### src/rtl/cru_pkg.sv
// ============================================================================
// Circle rasteriser package
// Shared constants for the circle rasteriser: action codes, rule codes and
// the fixed numbers of the Bresenham and midpoint decision rules.
// ============================================================================
package cru_pkg;

    // Action codes of an input item.
    localparam logic ACT_START = 1'b0;

    // Decision rule codes held in the configuration register.
    localparam logic ALG_MIDPOINT  = 1'b0;
    localparam logic ALG_BRESENHAM = 1'b1;

    // Decision rule constants.
    localparam int BRES_INIT   = 3;
    localparam int BRES_DIAG   = 10;
    localparam int BRES_AXIAL  = 6;
    localparam int MID_INIT    = 1;
    localparam int MID_STEP    = 1;

    // Eight symmetric pixels are emitted for every octant point.
    localparam int          PIX_IDX_W = 3;
    localparam logic [2:0]  LAST_IDX  = 3'd7;

    // Group queue geometry: two entries, one pointer bit.
    localparam int Q_PTR_W = 1;
    localparam int Q_CNT_W = 2;
    localparam logic [1:0] Q_FULL = 2'd2;

endpackage

### src/rtl/circle_rasterizer_unit.sv
// ============================================================================
// Circle rasteriser
// Bresenham or midpoint circle scan: each drawing item yields the eight
// symmetric pixels of one octant point and advances to the next point.
// ============================================================================
//
//  Channel   Direction  Handshake                    Payload
//  -------   ---------  ---------------------------  -------------------------
//  cfg       in         i_cfg_valid / o_cfg_ready    i_cfg_algorithm_select
//  in        in         i_in_valid  / o_in_ready     action, centre, radius
//  out       out        o_out_valid / i_out_ready    pixel x/y, last, done
//
//  An item is taken whenever the two-entry group queue has room. The pixel
//  emitter sends eight pixels per drawing item at one per cycle while the
//  output is ready; a step while idle gives no pixels. The first pixel is
//  presented from the registered output stage, after the item's group has
//  passed through a queue entry. Reset is synchronous. Output stalls back
//  up through the queue to o_in_ready; configuration writes are never
//  stalled.
//
module circle_rasterizer_unit #(
    parameter int COORD_BITS = 11
) (
    input  logic                  i_clk,
    input  logic                  i_rst_n,
    input  logic                  i_cfg_valid,
    output logic                  o_cfg_ready,
    input  logic                  i_cfg_algorithm_select,
    input  logic                  i_in_valid,
    output logic                  o_in_ready,
    input  logic                  i_action,
    input  logic [COORD_BITS-1:0] i_center_x,
    input  logic [COORD_BITS-1:0] i_center_y,
    input  logic [COORD_BITS-2:0] i_radius,
    output logic                  o_out_valid,
    input  logic                  i_out_ready,
    output logic [COORD_BITS+1:0] o_pixel_x,
    output logic [COORD_BITS+1:0] o_pixel_y,
    output logic                  o_last_of_group,
    output logic                  o_circle_done
);

    localparam int GRP_W = 4 * COORD_BITS + 1;

    logic             w_push_valid, w_push_ready;
    logic [GRP_W-1:0] w_push_data;
    logic             w_pop_valid, w_pop_ready;
    logic [GRP_W-1:0] w_pop_data;

    // Front end: item intake and circle state.
    cru_front #(
        .COORD_BITS (COORD_BITS)
    ) u_front (
        .i_clk                  (i_clk),
        .i_rst_n                (i_rst_n),
        .i_cfg_valid            (i_cfg_valid),
        .o_cfg_ready            (o_cfg_ready),
        .i_cfg_algorithm_select (i_cfg_algorithm_select),
        .i_in_valid             (i_in_valid),
        .o_in_ready             (o_in_ready),
        .i_action               (i_action),
        .i_center_x             (i_center_x),
        .i_center_y             (i_center_y),
        .i_radius               (i_radius),
        .o_push_valid           (w_push_valid),
        .i_push_ready           (w_push_ready),
        .o_push_data            (w_push_data)
    );

    // Group queue between the two halves.
    cru_fifo #(
        .WIDTH (GRP_W)
    ) u_fifo (
        .i_clk      (i_clk),
        .i_rst_n    (i_rst_n),
        .i_wr_valid (w_push_valid),
        .o_wr_ready (w_push_ready),
        .i_wr_data  (w_push_data),
        .o_rd_valid (w_pop_valid),
        .i_rd_ready (w_pop_ready),
        .o_rd_data  (w_pop_data)
    );

    // Back end: pixel emitter.
    cru_back #(
        .COORD_BITS (COORD_BITS)
    ) u_back (
        .i_clk           (i_clk),
        .i_rst_n         (i_rst_n),
        .i_grp_valid     (w_pop_valid),
        .o_grp_ready     (w_pop_ready),
        .i_grp_data      (w_pop_data),
        .o_out_valid     (o_out_valid),
        .i_out_ready     (i_out_ready),
        .o_pixel_x       (o_pixel_x),
        .o_pixel_y       (o_pixel_y),
        .o_last_of_group (o_last_of_group),
        .o_circle_done   (o_circle_done)
    );

endmodule

### src/rtl/cru_front.sv
// ============================================================================
// Circle rasteriser front end
// Accepts start and step items, holds the circle state, produces the current
// offset group and advances it under the selected decision rule.
// ============================================================================
module cru_front #(
    parameter int COORD_BITS = 11
) (
    input  logic                      i_clk,
    input  logic                      i_rst_n,
    input  logic                      i_cfg_valid,
    output logic                      o_cfg_ready,
    input  logic                      i_cfg_algorithm_select,
    input  logic                      i_in_valid,
    output logic                      o_in_ready,
    input  logic                      i_action,
    input  logic [COORD_BITS-1:0]     i_center_x,
    input  logic [COORD_BITS-1:0]     i_center_y,
    input  logic [COORD_BITS-2:0]     i_radius,
    output logic                      o_push_valid,
    input  logic                      i_push_ready,
    output logic [4*COORD_BITS:0]     o_push_data
);

    localparam int DEC_W = COORD_BITS + 3;
    localparam int CMP_W = COORD_BITS + 1;

    logic                          r_alg;
    logic                          r_active;
    logic signed [COORD_BITS-1:0]  r_ofs_x, n_ofs_x;
    logic signed [COORD_BITS-1:0]  r_ofs_y, n_ofs_y;
    logic signed [DEC_W-1:0]       r_dec, n_dec;
    logic [COORD_BITS-1:0]         r_cen_x, r_cen_y;

    logic                          w_start, w_draw, w_accept, w_done;
    logic signed [COORD_BITS-1:0]  w_cur_x, w_cur_y;
    logic [COORD_BITS-1:0]         w_cur_cx, w_cur_cy;
    logic signed [CMP_W-1:0]       w_x_e, w_y_e, w_nx_e, w_ny_e, w_sel_y_e;
    logic signed [DEC_W-1:0]       w_rad_d, w_init_d, w_cur_d, w_nx_d, w_ny_d;

    // Handshakes: configuration is always taken, items need a queue slot.
    assign o_cfg_ready  = 1'b1;
    assign o_in_ready   = i_push_ready;
    assign w_start      = (i_action == cru_pkg::ACT_START);
    assign w_draw       = w_start || r_active;
    assign w_accept     = i_in_valid && i_push_ready;
    assign o_push_valid = i_in_valid && w_draw;

    // Current point: fresh values on a start, held values on a step.
    always_comb begin
        w_rad_d = DEC_W'({1'b0, i_radius});
        if (r_alg == cru_pkg::ALG_BRESENHAM) begin
            w_init_d = DEC_W'(cru_pkg::BRES_INIT) - (w_rad_d <<< 1);
        end else begin
            w_init_d = DEC_W'(cru_pkg::MID_INIT) - w_rad_d;
        end
        w_cur_x  = w_start ? '0 : r_ofs_x;
        w_cur_y  = w_start ? {1'b0, i_radius} : r_ofs_y;
        w_cur_d  = w_start ? w_init_d : r_dec;
        w_cur_cx = w_start ? i_center_x : r_cen_x;
        w_cur_cy = w_start ? i_center_y : r_cen_y;
    end

    // Advance by one octant point under the selected rule.
    always_comb begin
        w_x_e  = CMP_W'(w_cur_x);
        w_y_e  = CMP_W'(w_cur_y);
        w_nx_e = w_x_e + CMP_W'(1);
        w_ny_e = w_y_e - CMP_W'(1);
        w_nx_d = DEC_W'(w_nx_e);
        w_ny_d = DEC_W'(w_ny_e);
        n_ofs_x = w_nx_e[COORD_BITS-1:0];
        if (r_alg == cru_pkg::ALG_BRESENHAM) begin
            w_done = (w_y_e < w_x_e);
            if (w_cur_d > DEC_W'(0)) begin
                w_sel_y_e = w_ny_e;
                n_dec = w_cur_d + ((w_nx_d - w_ny_d) <<< 2) + DEC_W'(cru_pkg::BRES_DIAG);
            end else begin
                w_sel_y_e = w_y_e;
                n_dec = w_cur_d + (w_nx_d <<< 2) + DEC_W'(cru_pkg::BRES_AXIAL);
            end
        end else begin
            if (w_cur_d[DEC_W-1]) begin
                w_sel_y_e = w_y_e;
                n_dec = w_cur_d + (w_nx_d <<< 1) + DEC_W'(cru_pkg::MID_STEP);
            end else begin
                w_sel_y_e = w_ny_e;
                n_dec = w_cur_d + ((w_nx_d - w_ny_d) <<< 1) + DEC_W'(cru_pkg::MID_STEP);
            end
            w_done = (w_sel_y_e <= w_nx_e);
        end
        n_ofs_y = w_sel_y_e[COORD_BITS-1:0];
    end

    // Group handed to the back end: done flag, offset pair and centre.
    assign o_push_data = {w_done, w_cur_y, w_cur_x, w_cur_cy, w_cur_cx};

    // Control state.
    always_ff @(posedge i_clk) begin
        if (!i_rst_n) begin
            r_alg    <= cru_pkg::ALG_BRESENHAM;
            r_active <= 1'b0;
        end else begin
            if (i_cfg_valid) begin
                r_alg <= i_cfg_algorithm_select;
            end
            if (w_accept && w_draw) begin
                r_active <= !w_done;
            end
        end
    end

    // Circle state, updated on every drawing transfer.
    always_ff @(posedge i_clk) begin
        if (w_accept && w_draw) begin
            r_ofs_x <= n_ofs_x;
            r_ofs_y <= n_ofs_y;
            r_dec   <= n_dec;
            r_cen_x <= w_cur_cx;
            r_cen_y <= w_cur_cy;
        end
    end

endmodule

### src/rtl/cru_fifo.sv
// ============================================================================
// Circle rasteriser group queue
// Two-entry queue that parts the front end from the pixel emitter.
// ============================================================================
module cru_fifo #(
    parameter int WIDTH = 45
) (
    input  logic             i_clk,
    input  logic             i_rst_n,
    input  logic             i_wr_valid,
    output logic             o_wr_ready,
    input  logic [WIDTH-1:0] i_wr_data,
    output logic             o_rd_valid,
    input  logic             i_rd_ready,
    output logic [WIDTH-1:0] o_rd_data
);

    logic [WIDTH-1:0]                  r_mem [2];
    logic [cru_pkg::Q_PTR_W-1:0]       r_wr_ptr, r_rd_ptr;
    logic [cru_pkg::Q_CNT_W-1:0]       r_count;
    logic                              w_wr, w_rd;

    // Status and transfers.
    assign o_wr_ready = (r_count != cru_pkg::Q_FULL);
    assign o_rd_valid = (r_count != '0);
    assign o_rd_data  = r_mem[r_rd_ptr];
    assign w_wr       = i_wr_valid && o_wr_ready;
    assign w_rd       = o_rd_valid && i_rd_ready;

    // Pointers and fill count.
    always_ff @(posedge i_clk) begin
        if (!i_rst_n) begin
            r_wr_ptr <= '0;
            r_rd_ptr <= '0;
            r_count  <= '0;
        end else begin
            if (w_wr) begin
                r_wr_ptr <= r_wr_ptr + 1'b1;
            end
            if (w_rd) begin
                r_rd_ptr <= r_rd_ptr + 1'b1;
            end
            case ({w_wr, w_rd})
                2'b10:   r_count <= r_count + 1'b1;
                2'b01:   r_count <= r_count - 1'b1;
                default: r_count <= r_count;
            endcase
        end
    end

    // Entry storage.
    always_ff @(posedge i_clk) begin
        if (w_wr) begin
            r_mem[r_wr_ptr] <= i_wr_data;
        end
    end

endmodule

### src/rtl/cru_back.sv
// ============================================================================
// Circle rasteriser pixel emitter
// Walks the eight symmetric pixels of the queued group, one per cycle while
// the output is ready, into a registered output stage.
// ============================================================================
module cru_back #(
    parameter int COORD_BITS = 11
) (
    input  logic                      i_clk,
    input  logic                      i_rst_n,
    input  logic                      i_grp_valid,
    output logic                      o_grp_ready,
    input  logic [4*COORD_BITS:0]     i_grp_data,
    output logic                      o_out_valid,
    input  logic                      i_out_ready,
    output logic [COORD_BITS+1:0]     o_pixel_x,
    output logic [COORD_BITS+1:0]     o_pixel_y,
    output logic                      o_last_of_group,
    output logic                      o_circle_done
);

    localparam int PIX_W = COORD_BITS + 2;

    logic [cru_pkg::PIX_IDX_W-1:0] r_idx;
    logic                          r_valid;
    logic [PIX_W-1:0]              r_px, r_py;
    logic                          r_last, r_done;

    logic                          w_load, w_grp_done, w_is_last;
    logic [COORD_BITS-1:0]         w_cx, w_cy, w_ox, w_oy, w_a, w_b;
    logic [PIX_W-1:0]              w_ae, w_be, w_px, w_py;

    // Unpack the head group.
    assign {w_grp_done, w_oy, w_ox, w_cy, w_cx} = i_grp_data;

    // A pixel is loaded when the output stage is empty or being drained.
    assign w_load      = i_grp_valid && (!r_valid || i_out_ready);
    assign w_is_last   = (r_idx == cru_pkg::LAST_IDX);
    assign o_grp_ready = (!r_valid || i_out_ready) && w_is_last;

    // Pixel index bit 2 swaps the axes, bit 0 and bit 1 negate the terms.
    always_comb begin
        w_a  = r_idx[2] ? w_oy : w_ox;
        w_b  = r_idx[2] ? w_ox : w_oy;
        w_ae = {{2{w_a[COORD_BITS-1]}}, w_a};
        w_be = {{2{w_b[COORD_BITS-1]}}, w_b};
        w_px = {2'b00, w_cx} + (r_idx[0] ? -w_ae : w_ae);
        w_py = {2'b00, w_cy} + (r_idx[1] ? -w_be : w_be);
    end

    // Output stage control and pixel counter.
    always_ff @(posedge i_clk) begin
        if (!i_rst_n) begin
            r_valid <= 1'b0;
            r_idx   <= '0;
        end else begin
            if (w_load) begin
                r_valid <= 1'b1;
                r_idx   <= r_idx + 1'b1;
            end else if (i_out_ready) begin
                r_valid <= 1'b0;
            end
        end
    end

    // Output payload.
    always_ff @(posedge i_clk) begin
        if (w_load) begin
            r_px   <= w_px;
            r_py   <= w_py;
            r_last <= w_is_last;
            r_done <= w_grp_done;
        end
    end

    assign o_out_valid     = r_valid;
    assign o_pixel_x       = r_px;
    assign o_pixel_y       = r_py;
    assign o_last_of_group = r_last;
    assign o_circle_done   = r_done;

endmodule

### config.mk
export PLATFORM = sky130hd
export DESIGN_NAME = circle_rasterizer_unit
export DESIGN_NICKNAME = d
export VERILOG_FILES = /design/src/rtl/cru_pkg.sv /design/src/rtl/circle_rasterizer_unit.sv /design/src/rtl/cru_front.sv /design/src/rtl/cru_fifo.sv /design/src/rtl/cru_back.sv
export SDC_FILE = /design/constraint.sdc
export NUM_CORES = 1
export LEC_CHECK = 0
export BUFFER_PORTS_ARGS = -buffer_cell sky130_fd_sc_hd__buf_4
export CAP_MARGIN = 15
export CORE_MARGIN = 2
export CORE_UTILIZATION = 55
export DETAILED_ROUTE_END_ITERATION = 12
export GPL_TIMING_DRIVEN = 0
export PLACE_DENSITY = 0.83
export SETUP_SLACK_MARGIN = 0.4
export SLEW_MARGIN = 10
export SYNTH_ARGS = -nofsm -noshare
export SYNTH_HDL_FRONTEND = slang
export SYNTH_HIERARCHICAL = 1
export SYNTH_SLANG_ARGS = --single-unit
### constraint.sdc
create_clock -name i_clk -period 19.76 [get_ports i_clk]
set_clock_uncertainty 0.2 [all_clocks]
set_input_delay 3.952 -clock i_clk [delete_from_list [all_inputs] [get_ports i_clk]]
set_output_delay 3.952 -clock i_clk [all_outputs]
set_load 0.02 [all_outputs]
==> results of run 1 <==
[synthesized netlist by cell type (4+ instances only)]
| cell | number | area [um2] |
|---|---|---|
| nand2_1 | 93 | 349 |
| o31ai_1 | 9 | 67.6 |
| o21ai_0 | 56 | 280 |
| edfxtp_1 | 176 | 5290 |
| o211ai_1 | 10 | 75.1 |
| xor2_1 | 29 | 254 |
| and2_1 | 11 | 68.8 |
| o31a_1 | 8 | 70.1 |
| or2_2 | 7 | 43.8 |
| xnor2_1 | 95 | 832 |
| o21bai_1 | 6 | 45.0 |
| o41ai_1 | 4 | 35.0 |
| buf_2 | 13 | 65.1 |
| a21boi_0 | 7 | 52.6 |
| o21a_1 | 21 | 158 |
| nand4_1 | 5 | 31.3 |
| mux2_2 | 71 | 800 |
| a41oi_1 | 4 | 35.0 |
| nor2_1 | 82 | 308 |
| clkbuf_1 | 18 | 67.6 |
| a211oi_1 | 19 | 143 |
| ha_1 | 129 | 1610 |
| nor3b_1 | 9 | 67.6 |
| mux2i_1 | 38 | 380 |
| a31oi_1 | 11 | 68.8 |
| nand3_1 | 28 | 140 |
| or3_1 | 16 | 100 |
| buf_4 | 5 | 37.5 |
| inv_1 | 80 | 300 |
| a21o_1 | 18 | 135 |
| fa_1 | 7 | 140 |
| dfxtp_1 | 11 | 220 |
| nor3_1 | 34 | 170 |
| nor2b_1 | 19 | 119 |
| a21oi_1 | 76 | 380 |
| nor4_1 | 5 | 31.3 |
| nand2b_1 | 11 | 68.8 |
| o21ai_1 | 4 | 20.0 |
| and3_1 | 7 | 43.8 |
[cell families (layout without fill, tap and decap cells)]
family / count (synthesis) / count (layout)
xor gates and xnor gates: 124 / 124
AOI/OAI and AO/OA: 289 / 289
muxes: 109 / 109
buffers and inverters: 125 / 225
DFF: 187 / 187
adders and majority gates: 138 / 138
and+or+nand+nor: 350 / 350
other: 1 / 1
[metrics by stage]
stage / std cells / power (W)
finish: 1747 / 0.00141
floorplan: 1323 / 0.000934
global placement: 1713 / 0.00105
CTS: 1746 / 0.00140
detailed placement: 1716 / 0.00107
global route: 1747 / 0.00150
[how the worst max path moves through the flow]
stage                     startpoint                 to  slack (ns)
final                       i_action  u_front/r_dec[13]        7.63
after global routing        i_action  u_front/r_dec[13]        7.19
after CTS                   i_action  u_front/r_dec[13]        7.77
after detailed placement    i_action  u_front/r_dec[13]        7.33
after global placement      i_action  u_front/r_dec[13]        7.49
after floorplan             i_action  u_front/r_dec[13]        9.52
[power by group]
| group | total (W) | switching, W | internal, W |
|---|---|---|---|
| combinational | 0.000575 | 0.000328 | 0.000246 |
| clock | 0.000335 | 0.000149 | 0.000187 |
| sequential | 0.000498 | 0.0000111 | 0.000486 |
[routing by layer]
metal	wire length (um)	up-vias
li1	-	5061
met1	13100	5043
met2	16800	350
met3	1800	80
met4	1270	0
met5	0	-
[placed cells by master (no fill, tap or decap), types with 5 or more instances in the layout]
cell,synthesis,routed
nand2b_1,11,11
clkinv_1,3,5
nor3b_1,9,9
fa_1,7,7
clkbuf_16,0,17
nand3_1,28,28
ha_1,129,129
edfxtp_1,176,176
a21boi_0,7,7
nor2b_1,19,19
o21bai_1,6,6
nor2_1,82,82
o21ai_0,56,56
a21oi_1,76,76
and2_1,11,10
nor4_1,5,5
and3_1,7,6
a21o_1,18,18
o21a_1,21,21
inv_1,80,78
nand4_1,5,5
a211oi_1,19,19
a31oi_1,11,11
buf_2,13,13
xor2_1,29,29
dfxtp_1,11,11
buf_4,5,71
mux2_2,71,71
o31a_1,8,8
nand2_1,93,93
o211ai_1,10,10
clkbuf_1,18,18
or3_1,16,16
nor3_1,34,34
mux2i_1,38,38
xnor2_1,95,95
o31ai_1,9,9
or2_2,7,7
[critical path, delay by kind of cell]
kind                     cells  cell delay [ns]
buffers and inverters        8             3.13
adder cells (fa/ha/maj)      5             1.63
AND/OR/NAND/NOR              8             1.49
AO/OA/AOI/OAI                7             1.32
XOR/XNOR                     3             0.68
[registers in the layout, indices dropped and copies added (netlist names), 11 cells and up, named ones only]
name              count
u_back/o_pixel_x     13
u_back/o_pixel_y     13
u_fifo/r_mem         90
u_front/r_cen_x      11
u_front/r_cen_y      11
u_front/r_dec        14
u_front/r_ofs_x      11
u_front/r_ofs_y      11
[layout make-up]
class | count | share of cell area
multi-input cells | 1011 | 0.505
flip-flops and latches | 187 | 0.359
repair buffers | 70 | 0.0385
clock buffers | 17 | 0.0277
well taps | 324 | 0.0264
inverters | 83 | 0.0203
plain buffers | 42 | 0.0143
clock inverters | 13 | 0.00938
==> flow_metrics.py, run 1 <==
metrics = {
    "run_status": {
        "status": "completed",
    },
    "finish": {
        "nFillCells": 1937,
        "finalNetCount": 1587,
        "fin_util": 0.627,
        "multi_input_comb_area_um2": 7740,
        "drive_gt1_frac": 0.155,
        "fin_area_um2": 15300,
        "syn2layout_area_growth_pct": 11.4,
        "diodes": 0,
        "regArea_um2": 5510,
    },
    "timing": {
        "period_share": 0.614,
        "slew_headroom": 0.233,
        "report.final.slew_viol_count": 0,
        "setup_tns_ns": 0,
        "rsz0062_at_grt": "no",
        "worst_pin_slew_ns": 1.14,
        "final_hold_viol_count": 0,
        "whs_ns": 0.336,
        "max_freq_mhz": 82.4,
        "fin_crit_ns": 12.13,
        "finalSetupViolCount": 0,
        "fin_ws_ns": 7.63,
    },
    "global_route": {
        "gr-usage-met3": 0.0347,
        "grt_usage": 0.258,
        "grt_use_met2": 0.459,
        "grt.busiest_layer": "met2",
        "first_global_vias": 10700,
        "grt_pass1_wl_mm": 53.2,
        "grtUsageMet1": 0.310,
        "grt_max_degree": 47,
        "antenna_found_initial": 0,
        "grt-ovfl-total": 0,
    },
    "critical_path": {
        "cp.required_ns": 19.83,
        "rr_endpoint": "u_front/r_dec[13]",
        "endpoint_kind": "flip-flop",
        "path_common_cell": "ha_1",
        "reg2reg_depth": 23,
        "worst-endpoint-arrival_ns": 12.20,
        "r2r-start": "u_front/r_ofs_y[0]",
        "critPathSlowestCell": "buf_1",
        "r2r_slack_ns": 13.52,
        "path_max_fanout": 10,
        "crit_type": "primary input to flip-flop",
        "startpoint_type": "primary input",
        "max_stage_delay_ns": 0.71,
    },
    "route": {
        "drt_iter0_drc": 774,
        "viasPerCell": 6.03,
        "post-route-drc-count": 0,
        "via_count": 10500,
        "dr.pass1.iters": 5,
        "ant_nets": 0,
        "wirelength_mm": 33.0,
        "wire_per_inst_um": 18.9,
    },
    "power": {
        "max-vdd-ir-drop_mv": 0.0685,
        "leakage_nw": 5.91,
        "p_per_area_nw_per_um2": 91.7,
    },
    "synth": {
        "async_reset_ff_frac": 0,
        "synth_top_family_by_area": "compound AO/OA/AOI/OAI gates",
        "synth_edf_count": 176,
        "synth-seq-cells": 187,
        "syn_inst": 1323,
        "yosys_most_used_dff": "edfxtp_1",
        "muxShareOfSynthArea": 0.0856,
        "yosysUniqueCellTypes": 85,
        "synth_fp_nets": 1498,
        "post_synth_fa_ha_maj_area_fraction": 0.129,
        "syn_area_um2": 13800,
        "yosysSeqAreaShare": 0.400,
        "synth_simple_gate_area_frac": 0.130,
        "synth_compound_area_frac": 0.138,
        "ys_warn_count": 6,
        "avgSynthCellArea_um2": 10.4,
        "synthXorXnorAreaFrac": 0.0788,
    },
    "cts": {
        "cts-resized-gates": 0,
        "cts.sinks": 187,
        "clockBufferDepth": 2,
        "clock_latency_ns": 0.43,
        "postCtsSetupRepairBufs": 0,
        "htree_levels": 4,
        "cts_tree": "yes",
        "clkSlewWorstSetupHoldPaths_ns": 0.07,
        "cts_root_buf": "clkbuf_16",
        "postCtsHoldBufs": 0,
        "numCtsBuffers": 17,
    },
    "floorplanning": {
        "initial_core_util": 0.563,
        "core-area_um2": 24500,
        "fp.dieH_um": 162,
        "io-pin-count": 70,
        "rows": 57,
        "fp.dieArea_um2": 26300,
        "fp.dieW_um": 162,
    },
    "worst_hold_path": {
        "hold_path.startpoint": "u_fifo/r_count[1]",
        "min_to": "u_fifo/r_count[1]",
        "hold_path_class": "flip-flop to flip-flop",
        "holdPathStages": 2,
    },
    "place": {
        "placed_area_um2": 14700,
        "dpl_worst_slack_ns": 7.33,
        "port-buffer-count": 66,
        "dp_hpwl_mm": 24.9,
        "gp_congestion": 0.915,
    },
    "flow_run": {
        "maxCapViolCount": 0,
    },
}
(Power assumes the default switching activity.)
==> inputs of run 2 (changes only) <==
- ABC_AREA: default -> 1
- PLACE_DENSITY: 0.83 -> 0.85
- clock period: 19.76 -> 10.4 ns (I/O delays scaled with it)
==> run 2 against run 1 <==
Register-to-register slack got worse by 8.9 ns; sequential power increased by 92%; power is 110% higher; cell count grew 22%; global-route usage increased by 0.40 points; worst setup slack got worse by 5.3 ns; clock power rose by 100%; sequential share of layout area is 2.0 points lower; largest power group unchanged; critical path depth increased by 2; sequential cell count did not move; routed wire length is 11% higher; largest cell class unchanged; synthesized area rose by 5.9%; highest routed layer unchanged.
==> flow_metrics.py, run 2 <==
metrics = {
    "finish": {
        "finalNetCount": 1963,
        "syn2layout_area_growth_pct": 11.3,
        "regArea_um2": 5510,
        "nFillCells": 2132,
        "multi_input_comb_area_um2": 8040,
        "diodes": 0,
        "final_cell_mix": "nand2_1 (451), inv_1 (184), edfxtp_1 (176), ha_1 (129), a21oi_1 (100)",
        "fin_util": 0.623,
        "top_register": "u_fifo/r_mem",
        "drive_gt1_frac": 0.160,
        "largest_register_ffs": 90,
        "reg_top3": "u_fifo/r_mem: 90 flops, u_front/r_dec: 14 flops",
        "layout_commonest_cell": "nand2_1",
        "fin_cells": 2136,
    },
    "critical_path": {
        "startpoint_type": "primary input",
        "endpoint_kind": "flip-flop",
        "cp.required_ns": 10.40,
        "path_max_fanout": 10,
        "max_stage_delay_ns": 0.55,
        "critPathSlowestCell": "a21oi_1",
        "worst-endpoint-arrival_ns": 8.04,
        "crit_type": "primary input to flip-flop",
    },
    "cts": {
        "numCtsBuffers": 17,
        "postCtsHoldBufs": 0,
        "cts-resized-gates": 0,
        "cts_tree": "yes",
        "postCtsSetupRepairBufs": 0,
        "clkSlewWorstSetupHoldPaths_ns": 0.08,
        "htree_levels": 4,
        "clockBufferDepth": 2,
        "cts_root_buf": "clkbuf_16",
        "clock_latency_ns": 0.44,
        "cts.sinks": 187,
    },
    "synth": {
        "synth_fp_nets": 1873,
        "syn_area_um2": 14600,
        "synth_area_leader_cell": "edfxtp_1",
        "yosys_most_used_dff": "edfxtp_1",
        "synth_edf_count": 176,
        "async_reset_ff_frac": 0,
        "synth.area.top_cells": "edfxtp_1 (36%), nand2_1 (12%), ha_1 (11%)",
        "syn_inst": 1698,
        "avgSynthCellArea_um2": 8.60,
        "netlist.area_leader.share": 0.362,
        "synth_most_common_cell": "nand2_1",
        "yosysSeqAreaShare": 0.377,
        "yosysUniqueCellTypes": 63,
        "ys_warn_count": 6,
        "synth_commonest_cells": "nand2_1 (451), inv_1 (184), edfxtp_1 (176), ha_1 (129), a21oi_1 (100)",
        "synth-seq-cells": 187,
    },
    "place": {
        "gp_congestion": 0.944,
        "dp_hpwl_mm": 28.0,
        "place_inst": 2104,
        "port-buffer-count": 67,
    },
    "flow_run": {
        "maxCapViolCount": 0,
    },
    "timing": {
        "finalSetupViolCount": 0,
        "worst_pin_slew_ns": 1.09,
        "fin_crit_ns": 8.04,
        "rsz0062_at_grt": "no",
        "report.final.slew_viol_count": 0,
        "final_hold_viol_count": 0,
        "period_share": 0.773,
        "max_freq_mhz": 124,
        "setup_tns_ns": 0,
        "slew_headroom": 0.272,
    },
    "floorplanning": {
        "io-pin-count": 70,
        "fp.dieH_um": 167,
        "fp.dieArea_um2": 27900,
        "rows": 59,
        "core-area_um2": 26100,
        "fp.dieW_um": 167,
        "initial_core_util": 0.560,
    },
    "route": {
        "route.met2.wl_mm": 18.7,
        "drt_iter0_drc": 1060,
        "wire_per_inst_um": 17.2,
        "viasPerCell": 5.70,
        "wl_met3_mm": 2.21,
        "via_count": 12200,
        "maxUsedRoutingLayer": "met4",
        "wirelength_mm": 36.7,
        "dr.pass1.iters": 6,
        "wl_met1_mm": 14.1,
        "post-route-drc-count": 0,
        "ant_nets": 0,
    },
    "global_route": {
        "antenna_found_initial": 0,
        "first_global_vias": 12000,
        "grt-ovfl-total": 0,
        "grt_max_degree": 29,
        "grt_pass1_wl_mm": 58.1,
        "grt_usage": 0.262,
    },
    "power": {
        "leakage_nw": 7.51,
        "max-vdd-ir-drop_mv": 0.125,
        "p_per_area_nw_per_um2": 178,
        "finalPower_w": 0.00289,
    },
    "run_status": {
        "status": "completed",
    },
    "worst_hold_path": {
        "hold_path_class": "flip-flop to flip-flop",
    },
}
-- run 2: cell count changes after synthesis, sizes merged, moves of 27 or more --
cell and delta:
xor2 +27, nor2 +32, xnor2 -71, nor3 -30, mux2i -38, o21ai +46
inv +114, nand3 +77, nand2 +394
-- run 2: path summary, 6_finish.rpt --
check | start | endpoint | slack (ns) | depth (start not counted)
worst max-delay path | i_action | u_front/r_dec[13] | 2.36 | 33
worst min-delay path | u_fifo/r_rd_ptr | u_fifo/r_rd_ptr | 0.32 | 2
worst max register to register | u_front/r_ofs_x[0] | u_front/r_dec[13] | 4.59 | 29
worst min register to register | u_fifo/r_rd_ptr | u_fifo/r_rd_ptr | 0.32 | 2
-- run 2: cell families after synthesis --
kind of cell             Yosys count  share of synthesized area
adder cells (fa/ha/maj)          136                      0.120
XOR/XNOR                          81                     0.0501
multiplexers                      45                     0.0450
AND/OR/NAND/NOR                  754                      0.232
AO/OA/AOI/OAI                    259                      0.102
other                              1                   0.000257
buffers and inverters            235                     0.0732
flip-flops                       187                      0.377
-- run 2: power breakdown --
part | internal, W | switching, W | leakage [nW] | total [W]
clock network | 0.000335 | 0.000348 | 0.303 | 0.000683
registers | 0.000935 | 0.0000229 | 1.74 | 0.000958
logic | 0.000472 | 0.000774 | 5.47 | 0.00125
-- run 2: layout make-up --
class	instances	area share
Multi-Input combinational cell	1276	0.495
Sequential cell	187	0.339
Inverter	196	0.0456
Timing Repair Buffer	71	0.0359
Clock buffer	17	0.0262
Tap cell	335	0.0258
Buffer	39	0.0202
Clock inverter	15	0.0126
-- run 2: critical path, delay by kind of cell --
family	cells	cell delay, ns
AO/OA/AOI/OAI	4	1.08
buffers and inverters	7	1.31
AND/OR/NAND/NOR	17	2.07
adder cells (fa/ha/maj)	4	1.16
XOR/XNOR	1	0.35
-- run 2: layer usage --
layer / vias up / GRT usage
met5: - / 0
met4: 0 / 0.124
met3: 96 / 0.0342
met2: 466 / 0.481
met1: 5691 / 0.300
li1: 5916 / -
-- run 2: stage by stage --
step	area [um2]	hold WS, ns	setup WS [ns]
after floorplan	14600	0.251	3.65
after global placement	15500	0.266	2.31
after detailed placement	15600	0.284	2.13
after CTS	16200	0.312	2.58
after global routing	16200	0.345	2.04
final	16200	0.319	2.36
